`src/hw/rtl/nlpw_pkg.sv`:
```
// ----------------------------------------------------------------------------
// nlpw_pkg: shared types and constants
// Codes, record widths and controller/datapath interface structs for the
// node liveness watchdog.
// ----------------------------------------------------------------------------
package nlpw_pkg;

    localparam int NODES   = 6;
    localparam int NODE_W  = 3;
    localparam int ID_W    = 11;
    localparam int TIME_W  = 32;
    localparam int SEQ_W   = 8;
    localparam int IDS_W   = 33;
    localparam int Q_DEPTH = 12;
    localparam int Q_W     = 4;

    // opcodes
    localparam logic [1:0] OP_TICK  = 2'd0;
    localparam logic [1:0] OP_FRAME = 2'd1;
    localparam logic [1:0] OP_START = 2'd2;

    // result kinds
    localparam logic [1:0] K_PROBE = 2'd0;
    localparam logic [1:0] K_FAULT = 2'd1;
    localparam logic [1:0] K_CLEAR = 2'd2;

    // config register indexes
    localparam logic [2:0] CFG_PROBE_EN  = 3'd0;
    localparam logic [2:0] CFG_MON_LO    = 3'd1;
    localparam logic [2:0] CFG_MON_HI    = 3'd2;
    localparam logic [2:0] CFG_STATUS    = 3'd3;
    localparam logic [2:0] CFG_SILENCE   = 3'd4;
    localparam logic [2:0] CFG_TIMEOUT   = 3'd5;
    localparam logic [2:0] CFG_GAP       = 3'd6;
    localparam logic [2:0] CFG_REVAL     = 3'd7;

    localparam logic [7:0] GOOD_TYPE   = 8'h00;
    localparam logic [3:0] NIBBLE_MASK = 4'hF;

    // datapath commands
    localparam logic [2:0] CMD_NONE    = 3'd0;
    localparam logic [2:0] CMD_LOAD    = 3'd1;
    localparam logic [2:0] CMD_START   = 3'd2;
    localparam logic [2:0] CMD_TICK_A  = 3'd3;
    localparam logic [2:0] CMD_TICK_B  = 3'd4;
    localparam logic [2:0] CMD_FRAME_M = 3'd5;
    localparam logic [2:0] CMD_FRAME_G = 3'd6;
    localparam logic [2:0] CMD_DRAIN   = 3'd7;

    typedef struct packed {
        logic [2:0]        op;
        logic [NODE_W-1:0] node;
    } t_cmd;

    typedef struct packed {
        logic watch_en;
        logic drain_done;
    } t_status;

    typedef struct packed {
        logic [1:0]       kind;
        logic [2:0]       node;
        logic [SEQ_W-1:0] seq;
        logic [1:0]       sub;
        logic [2:0]       det;
        logic             shown;
    } t_result;

endpackage

```
`src/hw/rtl/nlpw_ctrl.sv`:
```
// ----------------------------------------------------------------------------
// nlpw_ctrl: sequencing controller
// Walks the node records for start and tick requests, runs the two frame
// steps, then drains the result queue.
// ----------------------------------------------------------------------------
module nlpw_ctrl (
    input  logic              i_clk,
    input  logic              i_rst_n,
    input  logic              i_in_valid,
    input  logic [1:0]        i_opcode,
    input  nlpw_pkg::t_status i_status,
    output logic              o_in_ready,
    output nlpw_pkg::t_cmd    o_cmd
);

    localparam logic [2:0] S_IDLE    = 3'd0;
    localparam logic [2:0] S_START   = 3'd1;
    localparam logic [2:0] S_TICK_A  = 3'd2;
    localparam logic [2:0] S_TICK_B  = 3'd3;
    localparam logic [2:0] S_FRAME_M = 3'd4;
    localparam logic [2:0] S_FRAME_G = 3'd5;
    localparam logic [2:0] S_DRAIN   = 3'd6;

    localparam logic [nlpw_pkg::NODE_W-1:0] LAST_NODE =
        nlpw_pkg::NODE_W'(nlpw_pkg::NODES - 1);

    logic [2:0]                  r_state, n_state;
    logic [nlpw_pkg::NODE_W-1:0] r_node, n_node;

    assign o_in_ready = (r_state == S_IDLE);

    always_comb begin
        n_state    = r_state;
        n_node     = r_node;
        o_cmd.op   = nlpw_pkg::CMD_NONE;
        o_cmd.node = r_node;
        case (r_state)
            S_IDLE: begin
                if (i_in_valid) begin
                    o_cmd.op = nlpw_pkg::CMD_LOAD;
                    n_node   = '0;
                    if (i_opcode == nlpw_pkg::OP_START) begin
                        n_state = S_START;
                    end else if (i_opcode == nlpw_pkg::OP_FRAME && i_status.watch_en) begin
                        n_state = S_FRAME_M;
                    end else if (i_opcode == nlpw_pkg::OP_TICK && i_status.watch_en) begin
                        n_state = S_TICK_A;
                    end else begin
                        n_state = S_DRAIN;
                    end
                end
            end
            S_START: begin
                o_cmd.op = nlpw_pkg::CMD_START;
                if (r_node == LAST_NODE) begin
                    n_state = S_DRAIN;
                end else begin
                    n_node = r_node + 1'b1;
                end
            end
            S_TICK_A: begin
                o_cmd.op = nlpw_pkg::CMD_TICK_A;
                n_state  = S_TICK_B;
            end
            S_TICK_B: begin
                o_cmd.op = nlpw_pkg::CMD_TICK_B;
                if (r_node == LAST_NODE) begin
                    n_state = S_DRAIN;
                end else begin
                    n_node  = r_node + 1'b1;
                    n_state = S_TICK_A;
                end
            end
            S_FRAME_M: begin
                o_cmd.op = nlpw_pkg::CMD_FRAME_M;
                n_state  = S_FRAME_G;
            end
            S_FRAME_G: begin
                o_cmd.op = nlpw_pkg::CMD_FRAME_G;
                n_state  = S_DRAIN;
            end
            S_DRAIN: begin
                o_cmd.op = nlpw_pkg::CMD_DRAIN;
                if (i_status.drain_done) begin
                    n_state = S_IDLE;
                end
            end
            default: begin
                n_state = S_IDLE;
            end
        endcase
    end

    always_ff @(posedge i_clk) begin
        if (!i_rst_n) begin
            r_state <= S_IDLE;
            r_node  <= '0;
        end else begin
            r_state <= n_state;
            r_node  <= n_node;
        end
    end

endmodule

```
`src/hw/rtl/nlpw_dp.sv`:
```
// ----------------------------------------------------------------------------
// nlpw_dp: watchdog datapath
// Config registers, per-node records, one record step per command, result
// queue and output register.
// ----------------------------------------------------------------------------
module nlpw_dp (
    input  logic                          i_clk,
    input  logic                          i_rst_n,
    input  nlpw_pkg::t_cmd                i_cmd,
    output nlpw_pkg::t_status             o_status,
    input  logic                          i_cfg_valid,
    input  logic [2:0]                    i_cfg_index,
    input  logic [nlpw_pkg::IDS_W-1:0]    i_cfg_data,
    input  logic [nlpw_pkg::TIME_W-1:0]   i_now_ms,
    input  logic [nlpw_pkg::ID_W-1:0]     i_frame_id,
    input  logic [3:0]                    i_frame_length,
    input  logic [7:0]                    i_type_byte,
    input  logic [7:0]                    i_param_byte,
    input  logic                          i_out_ready,
    output logic                          o_out_valid,
    output nlpw_pkg::t_result             o_out,
    output logic                          o_out_last
);

    localparam int TW = nlpw_pkg::TIME_W;
    localparam int IW = nlpw_pkg::ID_W;
    localparam int NW = nlpw_pkg::NODE_W;
    localparam int N  = nlpw_pkg::NODES;

    // config
    logic                         r_probe_en;
    logic [nlpw_pkg::IDS_W-1:0]   r_mon_lo, r_mon_hi, r_stat_ids;
    logic [TW-1:0]                r_silence, r_timeout, r_gap, r_reval;

    // captured request
    logic [TW-1:0] r_now;
    logic [IW-1:0] r_id;
    logic [3:0]    r_len;
    logic [7:0]    r_type, r_param;

    // node records
    logic                      r_watch_en;
    logic [N-1:0]              r_alarmed, r_waiting, r_missing;
    logic [TW-1:0]             r_ltt [N];
    logic [TW-1:0]             r_dl  [N];
    logic [TW-1:0]             r_lpt [N];
    logic [TW-1:0]             r_lvt [N];
    logic [nlpw_pkg::SEQ_W-1:0] r_cnt [N];
    logic [3:0]                r_flags;

    // result queue
    nlpw_pkg::t_result r_q [nlpw_pkg::Q_DEPTH];
    logic [nlpw_pkg::Q_W-1:0] r_wr, r_rd;
    nlpw_pkg::t_result r_out;
    logic r_out_valid, r_out_last;

    // step decode
    logic [NW-1:0] act;
    logic          start_rec, want_probe, set_missing, clr_missing, upd_lvt;
    logic          set_ltt, end_wait, set_alarm, mark_good, show_en, show_alarm;
    logic          probe_ok, do_probe, push, pop;
    logic [TW-1:0] d_ltt, d_lpt, d_lvt;
    logic [3:0]    flags_base, flags_new;
    logic          found;
    logic [NW-1:0] match_idx;
    logic [IW-1:0] mid;
    logic [3:0]    good_d;
    nlpw_pkg::t_result probe_res, show_res, push_data;

    always_comb begin
        found     = 1'b0;
        match_idx = '0;
        mid       = '0;
        for (int j = N - 1; j >= 0; j--) begin
            mid = (j < 3) ? r_mon_lo[IW*(j%3) +: IW] : r_mon_hi[IW*(j%3) +: IW];
            if (mid != '0 && mid == r_id) begin
                found     = 1'b1;
                match_idx = NW'(j);
            end
        end
    end

    assign good_d = r_param[3:0] & nlpw_pkg::NIBBLE_MASK;

    always_comb begin
        act         = i_cmd.node;
        start_rec   = 1'b0;
        want_probe  = 1'b0;
        set_missing = 1'b0;
        clr_missing = 1'b0;
        upd_lvt     = 1'b0;
        set_ltt     = 1'b0;
        end_wait    = 1'b0;
        set_alarm   = 1'b0;
        mark_good   = 1'b0;
        show_en     = 1'b0;
        show_alarm  = 1'b0;
        case (i_cmd.op)
            nlpw_pkg::CMD_START: begin
                start_rec  = 1'b1;
                show_en    = 1'b1;
                show_alarm = 1'b1;
            end
            nlpw_pkg::CMD_TICK_A: begin
                if (d_ltt > r_silence) begin
                    set_missing = 1'b1;
                    want_probe  = !r_waiting[act];
                end else if (r_alarmed[act] && !r_waiting[act] &&
                             d_lvt >= r_reval) begin
                    want_probe = 1'b1;
                    upd_lvt    = 1'b1;
                end
            end
            nlpw_pkg::CMD_TICK_B: begin
                if (r_waiting[act] && r_now >= r_dl[act]) begin
                    end_wait   = 1'b1;
                    set_alarm  = 1'b1;
                    show_en    = 1'b1;
                    show_alarm = 1'b1;
                end
            end
            nlpw_pkg::CMD_FRAME_M: begin
                act = match_idx;
                if (found) begin
                    set_ltt = 1'b1;
                    if (r_missing[match_idx]) begin
                        clr_missing = 1'b1;
                        want_probe  = 1'b1;
                    end
                end
            end
            nlpw_pkg::CMD_FRAME_G: begin
                if (r_len >= 4'd2 && r_type == nlpw_pkg::GOOD_TYPE) begin
                    if (r_id == r_stat_ids[0 +: IW]) begin
                        act       = NW'(4);
                        mark_good = (r_param == 8'd0);
                    end else if (r_id == r_stat_ids[IW +: IW]) begin
                        act       = NW'(5);
                        mark_good = (r_param == 8'd0);
                    end else if (r_id == r_stat_ids[2*IW +: IW]) begin
                        act       = NW'(good_d - 4'd1);
                        mark_good = (good_d >= 4'd1 && good_d <= 4'd4);
                    end
                end
                show_en = mark_good;
            end
            default: begin
            end
        endcase
    end

    assign d_lpt    = r_now - r_lpt[act];
    assign d_ltt    = r_now - r_ltt[act];
    assign d_lvt    = r_now - r_lvt[act];
    assign probe_ok = r_probe_en && (d_lpt >= r_gap);
    assign do_probe = want_probe && probe_ok;

    always_comb begin
        probe_res       = '0;
        probe_res.kind  = nlpw_pkg::K_PROBE;
        probe_res.node  = act + 1'b1;
        probe_res.seq   = r_cnt[act] + 1'b1;
    end

    // nodes 4 and 5 drive subsystems 1 and 2; subsystem 3 shows the lowest active MCU alarm
    always_comb begin
        flags_base = (start_rec && act == '0) ? nlpw_pkg::NIBBLE_MASK : r_flags;
        flags_new  = flags_base;
        show_res   = '0;
        if (act == NW'(4) || act == NW'(5)) begin
            show_res.kind = show_alarm ? nlpw_pkg::K_FAULT : nlpw_pkg::K_CLEAR;
            show_res.sub  = (act == NW'(4)) ? 2'd1 : 2'd2;
        end else begin
            if (show_alarm) begin
                flags_new = flags_base | (4'd1 << act[1:0]);
            end else begin
                flags_new = flags_base & ~(4'd1 << act[1:0]);
            end
            show_res.sub  = 2'd3;
            show_res.kind = nlpw_pkg::K_CLEAR;
            for (int d = 3; d >= 0; d--) begin
                if (flags_new[d]) begin
                    show_res.kind  = nlpw_pkg::K_FAULT;
                    show_res.det   = 3'(d + 1);
                    show_res.shown = 1'b1;
                end
            end
        end
    end

    assign push      = do_probe || show_en;
    assign push_data = do_probe ? probe_res : show_res;
    assign pop       = (i_cmd.op == nlpw_pkg::CMD_DRAIN) && (r_rd != r_wr) &&
                       (!r_out_valid || i_out_ready);

    assign o_status.watch_en   = r_watch_en;
    assign o_status.drain_done = (r_rd == r_wr);
    assign o_out_valid = r_out_valid;
    assign o_out       = r_out;
    assign o_out_last  = r_out_last;

    // config writes
    always_ff @(posedge i_clk) begin
        if (!i_rst_n) begin
            r_probe_en <= 1'b0;
            r_mon_lo   <= '0;
            r_mon_hi   <= '0;
            r_stat_ids <= '0;
            r_silence  <= TW'(1000);
            r_timeout  <= TW'(200);
            r_gap      <= TW'(100);
            r_reval    <= TW'(1000);
        end else if (i_cfg_valid) begin
            case (i_cfg_index)
                nlpw_pkg::CFG_PROBE_EN: r_probe_en <= i_cfg_data[0];
                nlpw_pkg::CFG_MON_LO:   r_mon_lo   <= i_cfg_data;
                nlpw_pkg::CFG_MON_HI:   r_mon_hi   <= i_cfg_data;
                nlpw_pkg::CFG_STATUS:   r_stat_ids <= i_cfg_data;
                nlpw_pkg::CFG_SILENCE:  r_silence  <= i_cfg_data[TW-1:0];
                nlpw_pkg::CFG_TIMEOUT:  r_timeout  <= i_cfg_data[TW-1:0];
                nlpw_pkg::CFG_GAP:      r_gap      <= i_cfg_data[TW-1:0];
                nlpw_pkg::CFG_REVAL:    r_reval    <= i_cfg_data[TW-1:0];
                default: begin
                end
            endcase
        end
    end

    // request capture
    always_ff @(posedge i_clk) begin
        if (i_cmd.op == nlpw_pkg::CMD_LOAD) begin
            r_now   <= i_now_ms;
            r_id    <= i_frame_id;
            r_len   <= i_frame_length;
            r_type  <= i_type_byte;
            r_param <= i_param_byte;
        end
    end

    // node records
    always_ff @(posedge i_clk) begin
        if (!i_rst_n) begin
            r_watch_en <= 1'b0;
            r_alarmed  <= '1;
            r_waiting  <= '0;
            r_missing  <= '1;
            r_flags    <= nlpw_pkg::NIBBLE_MASK;
            for (int i = 0; i < N; i++) begin
                r_ltt[i] <= '0;
                r_dl[i]  <= '0;
                r_lpt[i] <= '0;
                r_lvt[i] <= '0;
                r_cnt[i] <= '0;
            end
        end else begin
            if (show_en) begin
                r_flags <= flags_new;
            end
            if (start_rec) begin
                r_watch_en     <= 1'b1;
                r_alarmed[act] <= 1'b1;
                r_waiting[act] <= 1'b0;
                r_missing[act] <= 1'b1;
                r_ltt[act]     <= r_now;
                r_dl[act]      <= '0;
                r_lpt[act]     <= '0;
                r_lvt[act]     <= '0;
                r_cnt[act]     <= '0;
            end
            if (set_missing) r_missing[act] <= 1'b1;
            if (clr_missing) r_missing[act] <= 1'b0;
            if (set_ltt)     r_ltt[act]     <= r_now;
            if (upd_lvt)     r_lvt[act]     <= r_now;
            if (do_probe) begin
                r_lpt[act]     <= r_now;
                r_cnt[act]     <= r_cnt[act] + 1'b1;
                r_waiting[act] <= 1'b1;
                r_dl[act]      <= r_now + r_timeout;
            end
            if (end_wait) r_waiting[act] <= 1'b0;
            if (set_alarm) r_alarmed[act] <= 1'b1;
            if (mark_good) begin
                r_waiting[act] <= 1'b0;
                r_missing[act] <= 1'b0;
                r_ltt[act]     <= r_now;
                r_lvt[act]     <= r_now;
                r_alarmed[act] <= 1'b0;
            end
        end
    end

    // result queue
    always_ff @(posedge i_clk) begin
        if (push) begin
            r_q[r_wr] <= push_data;
        end
    end

    always_ff @(posedge i_clk) begin
        if (!i_rst_n) begin
            r_wr <= '0;
            r_rd <= '0;
        end else if (i_cmd.op == nlpw_pkg::CMD_LOAD) begin
            r_wr <= '0;
            r_rd <= '0;
        end else begin
            if (push) r_wr <= r_wr + 1'b1;
            if (pop)  r_rd <= r_rd + 1'b1;
        end
    end

    // output register
    always_ff @(posedge i_clk) begin
        if (pop) begin
            r_out      <= r_q[r_rd];
            r_out_last <= (r_rd + 1'b1 == r_wr);
        end
    end

    always_ff @(posedge i_clk) begin
        if (!i_rst_n) begin
            r_out_valid <= 1'b0;
        end else if (pop) begin
            r_out_valid <= 1'b1;
        end else if (i_out_ready) begin
            r_out_valid <= 1'b0;
        end
    end

endmodule

```
`src/hw/rtl/node_liveness_probe_watchdog.sv`:
```
// ----------------------------------------------------------------------------
// node_liveness_probe_watchdog: liveness watchdog for six bus nodes
// Tracks traffic per node, sends rate-limited probe requests and reports
// alarm changes as LED fault/clear commands.
// ----------------------------------------------------------------------------
// Usage:
//   Input channel (i_in_valid/o_in_ready) takes one request: a start, a
//   received frame or a time tick, stamped with i_now_ms. Output channel
//   (o_out_valid/i_out_ready) returns the results of that request in order;
//   o_last_result marks the final one. A request with no results returns none.
//   Config channel (i_cfg_valid/o_cfg_ready) is always ready; write it only
//   while the block is idle.
// Timing:
//   A request is taken while idle; then start walks the six node records,
//   a tick takes two record steps for each of six nodes (one record step
//   per cycle), a frame its two steps, an ignored request none; then the
//   result queue drains and the block returns to idle. Results leave through an
//   output register, so the next request is taken while the last result
//   still waits. A stalled receiver holds the drain.
// Reset: synchronous, active low; config returns to its defaults, the
//   watchdog is stopped and all nodes read as alarmed and missing.
// ----------------------------------------------------------------------------
module node_liveness_probe_watchdog (
    input  logic        i_clk,
    input  logic        i_rst_n,
    input  logic        i_in_valid,
    output logic        o_in_ready,
    input  logic [1:0]  i_opcode,
    input  logic [31:0] i_now_ms,
    input  logic [10:0] i_frame_id,
    input  logic [3:0]  i_frame_length,
    input  logic [7:0]  i_type_byte,
    input  logic [7:0]  i_param_byte,
    output logic        o_out_valid,
    input  logic        i_out_ready,
    output logic [1:0]  o_kind,
    output logic [2:0]  o_target_node,
    output logic [7:0]  o_probe_sequence,
    output logic [1:0]  o_led_subsystem,
    output logic [2:0]  o_led_detail,
    output logic        o_detail_shown,
    output logic        o_last_result,
    input  logic        i_cfg_valid,
    output logic        o_cfg_ready,
    input  logic [2:0]  i_cfg_index,
    input  logic [32:0] i_cfg_data
);

    nlpw_pkg::t_cmd    cmd;
    nlpw_pkg::t_status status;
    nlpw_pkg::t_result res;

    assign o_cfg_ready = 1'b1;

    nlpw_ctrl u_ctrl (
        .i_clk      (i_clk),
        .i_rst_n    (i_rst_n),
        .i_in_valid (i_in_valid),
        .i_opcode   (i_opcode),
        .i_status   (status),
        .o_in_ready (o_in_ready),
        .o_cmd      (cmd)
    );

    nlpw_dp u_dp (
        .i_clk          (i_clk),
        .i_rst_n        (i_rst_n),
        .i_cmd          (cmd),
        .o_status       (status),
        .i_cfg_valid    (i_cfg_valid),
        .i_cfg_index    (i_cfg_index),
        .i_cfg_data     (i_cfg_data),
        .i_now_ms       (i_now_ms),
        .i_frame_id     (i_frame_id),
        .i_frame_length (i_frame_length),
        .i_type_byte    (i_type_byte),
        .i_param_byte   (i_param_byte),
        .i_out_ready    (i_out_ready),
        .o_out_valid    (o_out_valid),
        .o_out          (res),
        .o_out_last     (o_last_result)
    );

    assign o_kind           = res.kind;
    assign o_target_node    = res.node;
    assign o_probe_sequence = res.seq;
    assign o_led_subsystem  = res.sub;
    assign o_led_detail     = res.det;
    assign o_detail_shown   = res.shown;

endmodule

```
`config.mk`:
```
export PLATFORM = sky130hd
export DESIGN_NAME = node_liveness_probe_watchdog
export DESIGN_NICKNAME = d
export VERILOG_FILES = /design/src/hw/rtl/nlpw_pkg.sv /design/src/hw/rtl/nlpw_ctrl.sv /design/src/hw/rtl/nlpw_dp.sv /design/src/hw/rtl/node_liveness_probe_watchdog.sv
export SDC_FILE = /design/constraint.sdc
export NUM_CORES = 2
export LEC_CHECK = 0
export ABC_AREA = 1
export BUFFER_PORTS_ARGS = -buffer_cell sky130_fd_sc_hd__buf_2
export CAP_MARGIN = 20
export CORE_ASPECT_RATIO = 1.75
export CORE_UTILIZATION = 35
export CTS_CLUSTER_SIZE = 14
export DETAILED_ROUTE_END_ITERATION = 8
export GPL_ROUTABILITY_DRIVEN = 0
export SYNTH_ARGS = -nofsm -noshare
export SYNTH_HDL_FRONTEND = slang
export SYNTH_HIERARCHICAL = 1
export SYNTH_SLANG_ARGS = --single-unit
```
`constraint.sdc`:
```
create_clock -name i_clk -period 22.9 [get_ports i_clk]
set_input_delay 3.435 -clock i_clk [delete_from_list [all_inputs] [get_ports i_clk]]
set_output_delay 3.435 -clock i_clk [all_outputs]
set_load 0.03 [all_outputs]
```
==> impl_metrics.env <==
export IMPL_status="finished clean"
export IMPL_synth_avg_cell_area_um2=10.0
export IMPL_post_place_ws_ns=5.79
export IMPL_synthArstFlopShare_pct=0
export IMPL_power_total_mw=12.3
export IMPL_pin_count=129
export IMPL_gr_total_overflow=0
export IMPL_setup_viol=0
export IMPL_worst_pin_slew_ns=1.19
export IMPL_fin_crit_ns=16.46
export IMPL_first_iter_violations=5450
export IMPL_p_leak_nw=33.0
export IMPL_powerDensity_nw_per_um2=142
export IMPL_fillCellCount=21400
export IMPL_wire_per_inst_um=24.8
export IMPL_min_period_over_period_pct=71.9
export IMPL_grt_pass1_vias=59300
export IMPL_syn2layout_area_growth_pct=11.5
export IMPL_ant_nets=0
export IMPL_cp_max_fo=51
export IMPL_maxCapViolCount=0
export IMPL_drive_gt1_share_pct=8.03
export IMPL_cts_clk_slew_worst_paths_ns=0.07
export IMPL_yosysSeqAreaShare_pct=60.5
export IMPL_layout_cells_non_filler=10900
export IMPL_grt_usage_pct=23.2
export IMPL_clk_latency_ns=0.85
export IMPL_hold_viol=0
export IMPL_dieWidth_um=359
export IMPL_antenna_found_initial=10
export IMPL_worst_ep_required_time_ns=23.32
export IMPL_setup_tns_ns=0
export IMPL_hold_path_class="flip-flop to flip-flop"
export IMPL_post_cts_resize_count=0
export IMPL_grt_first_pass_wirelength_um=385000
export IMPL_end_kind="flip-flop"
export IMPL_core_rowCount=229
export IMPL_yosysWarnings=6
export IMPL_cp_arrival_ns=16.88
export IMPL_drt_total_wl_um=269000
export IMPL_slew_headroom_pct=20.9
export IMPL_die_area_um2=225000
export IMPL_grt_start_max_net_pins=111
export IMPL_crit_family="simple AND/OR/NAND/NOR gates"
export IMPL_crit_type="input port to flip-flop"
export IMPL_ys_ff_latch=1664
export IMPL_max_freq_ghz=0.0607
export IMPL_cts_setup_buffers=0
export IMPL_synthCells=7813
export IMPL_synth_edf_count=1398
export IMPL_rsz0062_at_grt="no"
export IMPL_drcViolationCount=0
export IMPL_core_area_um2=222000
export IMPL_fin_ws_ns=6.44
export IMPL_yosysUniqueCellTypes=70
export IMPL_clock_path_buffers=4
export IMPL_numCtsBuffers=157
export IMPL_cts_tree="built"
export IMPL_htreeDepth=4
export IMPL_vias_per_cell=5.50
export IMPL_yosys_most_used_dff="edfxtp_1"
export IMPL_clock_sinks=1664
export IMPL_vias=59700
export IMPL_critPathSlowestCell="inv_4"
export IMPL_clockRootBuffer="clkbuf_16"
export IMPL_peakVddDrop_v=0.0000765
export IMPL_postCtsHoldBufs=0
export IMPL_dp_cells=10600
export IMPL_start_util_pct=35.2
export IMPL_nets=8249
export IMPL_syn_cell_area_um2=78100
export IMPL_place_detailed_hpwl_um=173000
export IMPL_path_buf_inv=8
export IMPL_syn_nets=8190
export IMPL_start_kind="input port"
export IMPL_slew_viol_final=0
export IMPL_first_pass_iters=6
export IMPL_finClkSkew_ns=0.0917
export IMPL_port_buffers=126
export IMPL_die_y_um=627
export IMPL_cp_slowest_stage_delay_ns=0.86
-- Yosys cell counts, drive strengths merged (10+ instances only) --
master,instances,share of area (%)
o221ai,44,0.49
nor2,1607,7.8
o31ai,18,0.17
nand3b,17,0.16
a22oi,14,0.13
inv,629,3.0
o211ai,51,0.49
o21ai,684,4.4
o32ai,29,0.33
a22o,39,0.44
nand4,93,0.74
nand3,177,1.2
a31oi,23,0.18
dfxtp,266,6.8
xnor2,90,1.0
o21a,13,0.12
a21o,14,0.13
a211oi,73,0.70
xor2,101,1.1
o22ai,84,0.67
or2,32,0.26
nor3,91,0.59
a21boi,14,0.14
ha,267,4.3
edfxtp,1398,54
clkbuf,251,1.2
o21bai,10,0.10
mux2i,25,0.32
a21oi,378,2.4
nand2,1077,5.2
buf,138,0.90
-- worst register-to-register path: cells and delay by family (launching register included) --
kind	cells	cell delay, ns
AND/OR/NAND/NOR	18	4.65
XOR/XNOR	1	0.16
buffers and inverters	7	3.56
flip-flops	1	0.51
adder cells (fa/ha/maj)	2	0.63
AO/OA/AOI/OAI	13	4.81
-- worst paths after layout --
path	from	to	depth (start not counted)	slack, ns
worst min register to register	u_dp/r_gap[20]	u_dp/r_gap[20]	2	0.46
worst max-delay path	i_in_valid	u_dp/r_lpt[1][24]	42	6.44
worst max register to register	u_ctrl/r_state[0]	u_dp/r_lpt[1][24]	41	8.19
worst min-delay path	u_dp/r_gap[20]	u_dp/r_gap[20]	2	0.46
-- kinds of logic after synthesis --
| logic type | Yosys count | share of synthesized area [%] |
|---|---|---|
| buffers and inverters | 1025 | 5.17 |
| other | 1 | 0.00480 |
| and+or+nand+nor | 3118 | 16.2 |
| DFF | 1664 | 60.5 |
| AOI/OAI and AO/OA | 1518 | 11.3 |
| adders and majority gates | 271 | 4.38 |
| muxes | 25 | 0.320 |
| xor gates and xnor gates | 191 | 2.15 |
-- layer usage --
layer,up-vias,GRT usage [%],wire (µm)
met2,2541,42.9,138000
met4,4,18.3,23800
met5,-,0,26
li1,27000,-,-
met3,810,2.92,16800
met1,29400,23.4,90700
-- through the flow --
stage,hold WS [ns],utilization [%],area [µm²]
2_1_floorplan,0.435,-,78100
3_3_place_gp,0.446,37.1,82400
3_5_place_dp,0.454,37.1,82500
4_1_cts,0.463,39.2,87100
5_1_grt,0.484,39.2,87100
6_report,0.462,39.2,87100
-- cell usage in the layout, fill, tap and decap left out, types with 44 or more instances in the layout --
cell type	instances
clkbuf_16	159
nor2_1	1576
a211oi_1	73
o221ai_1	44
nor3_1	81
edfxtp_1	1398
nand2_1	1053
a21oi_1	375
nand4_1	93
o22ai_1	84
buf_2	126
o211ai_1	51
nand3_1	167
buf_4	158
o21ai_0	667
xnor2_1	89
xor2_1	101
ha_1	267
dfxtp_1	261
inv_1	609
-- final cells by class --
type                    instances  area (µm²)  area share (%)
well taps                    2887        3610            4.15
diodes                          4        10.0          0.0115
clock inverters                49         363           0.417
multi-input cells            5124       27200            31.3
repair buffers                289        1900            2.18
clock buffers                 205        4260            4.90
inverters                     636        2410            2.76
flip-flops and latches       1664       47300            54.3
-- flip-flops by register name (all words and copies together) (netlist names), 6 cells and up --
register and flops:
u_dp/r_dl 256, u_dp/r_lpt 256, u_dp/r_ltt 256, u_dp/r_lvt 256, u_dp/r_q 228, u_dp/r_cnt 64
u_dp/r_mon_hi 33, u_dp/r_mon_lo 33, u_dp/r_stat_ids 33, u_dp/r_gap 32, u_dp/r_now 32, u_dp/r_reval 32
u_dp/r_silence 32, u_dp/r_timeout 32, u_dp/o_out 19, u_dp/r_id 11, u_dp/r_param 8, u_dp/r_type 8
u_dp/r_alarmed 6, u_dp/r_missing 6, u_dp/r_waiting 6
-- power by group --
part	internal (mW)	switching, mW	total, mW
combinational	1.91	4.24	6.15
clock	1.35	1.12	2.48
sequential	3.56	0.147	3.71
total	6.82	5.52	12.3
(Power assumes the default switching activity.)
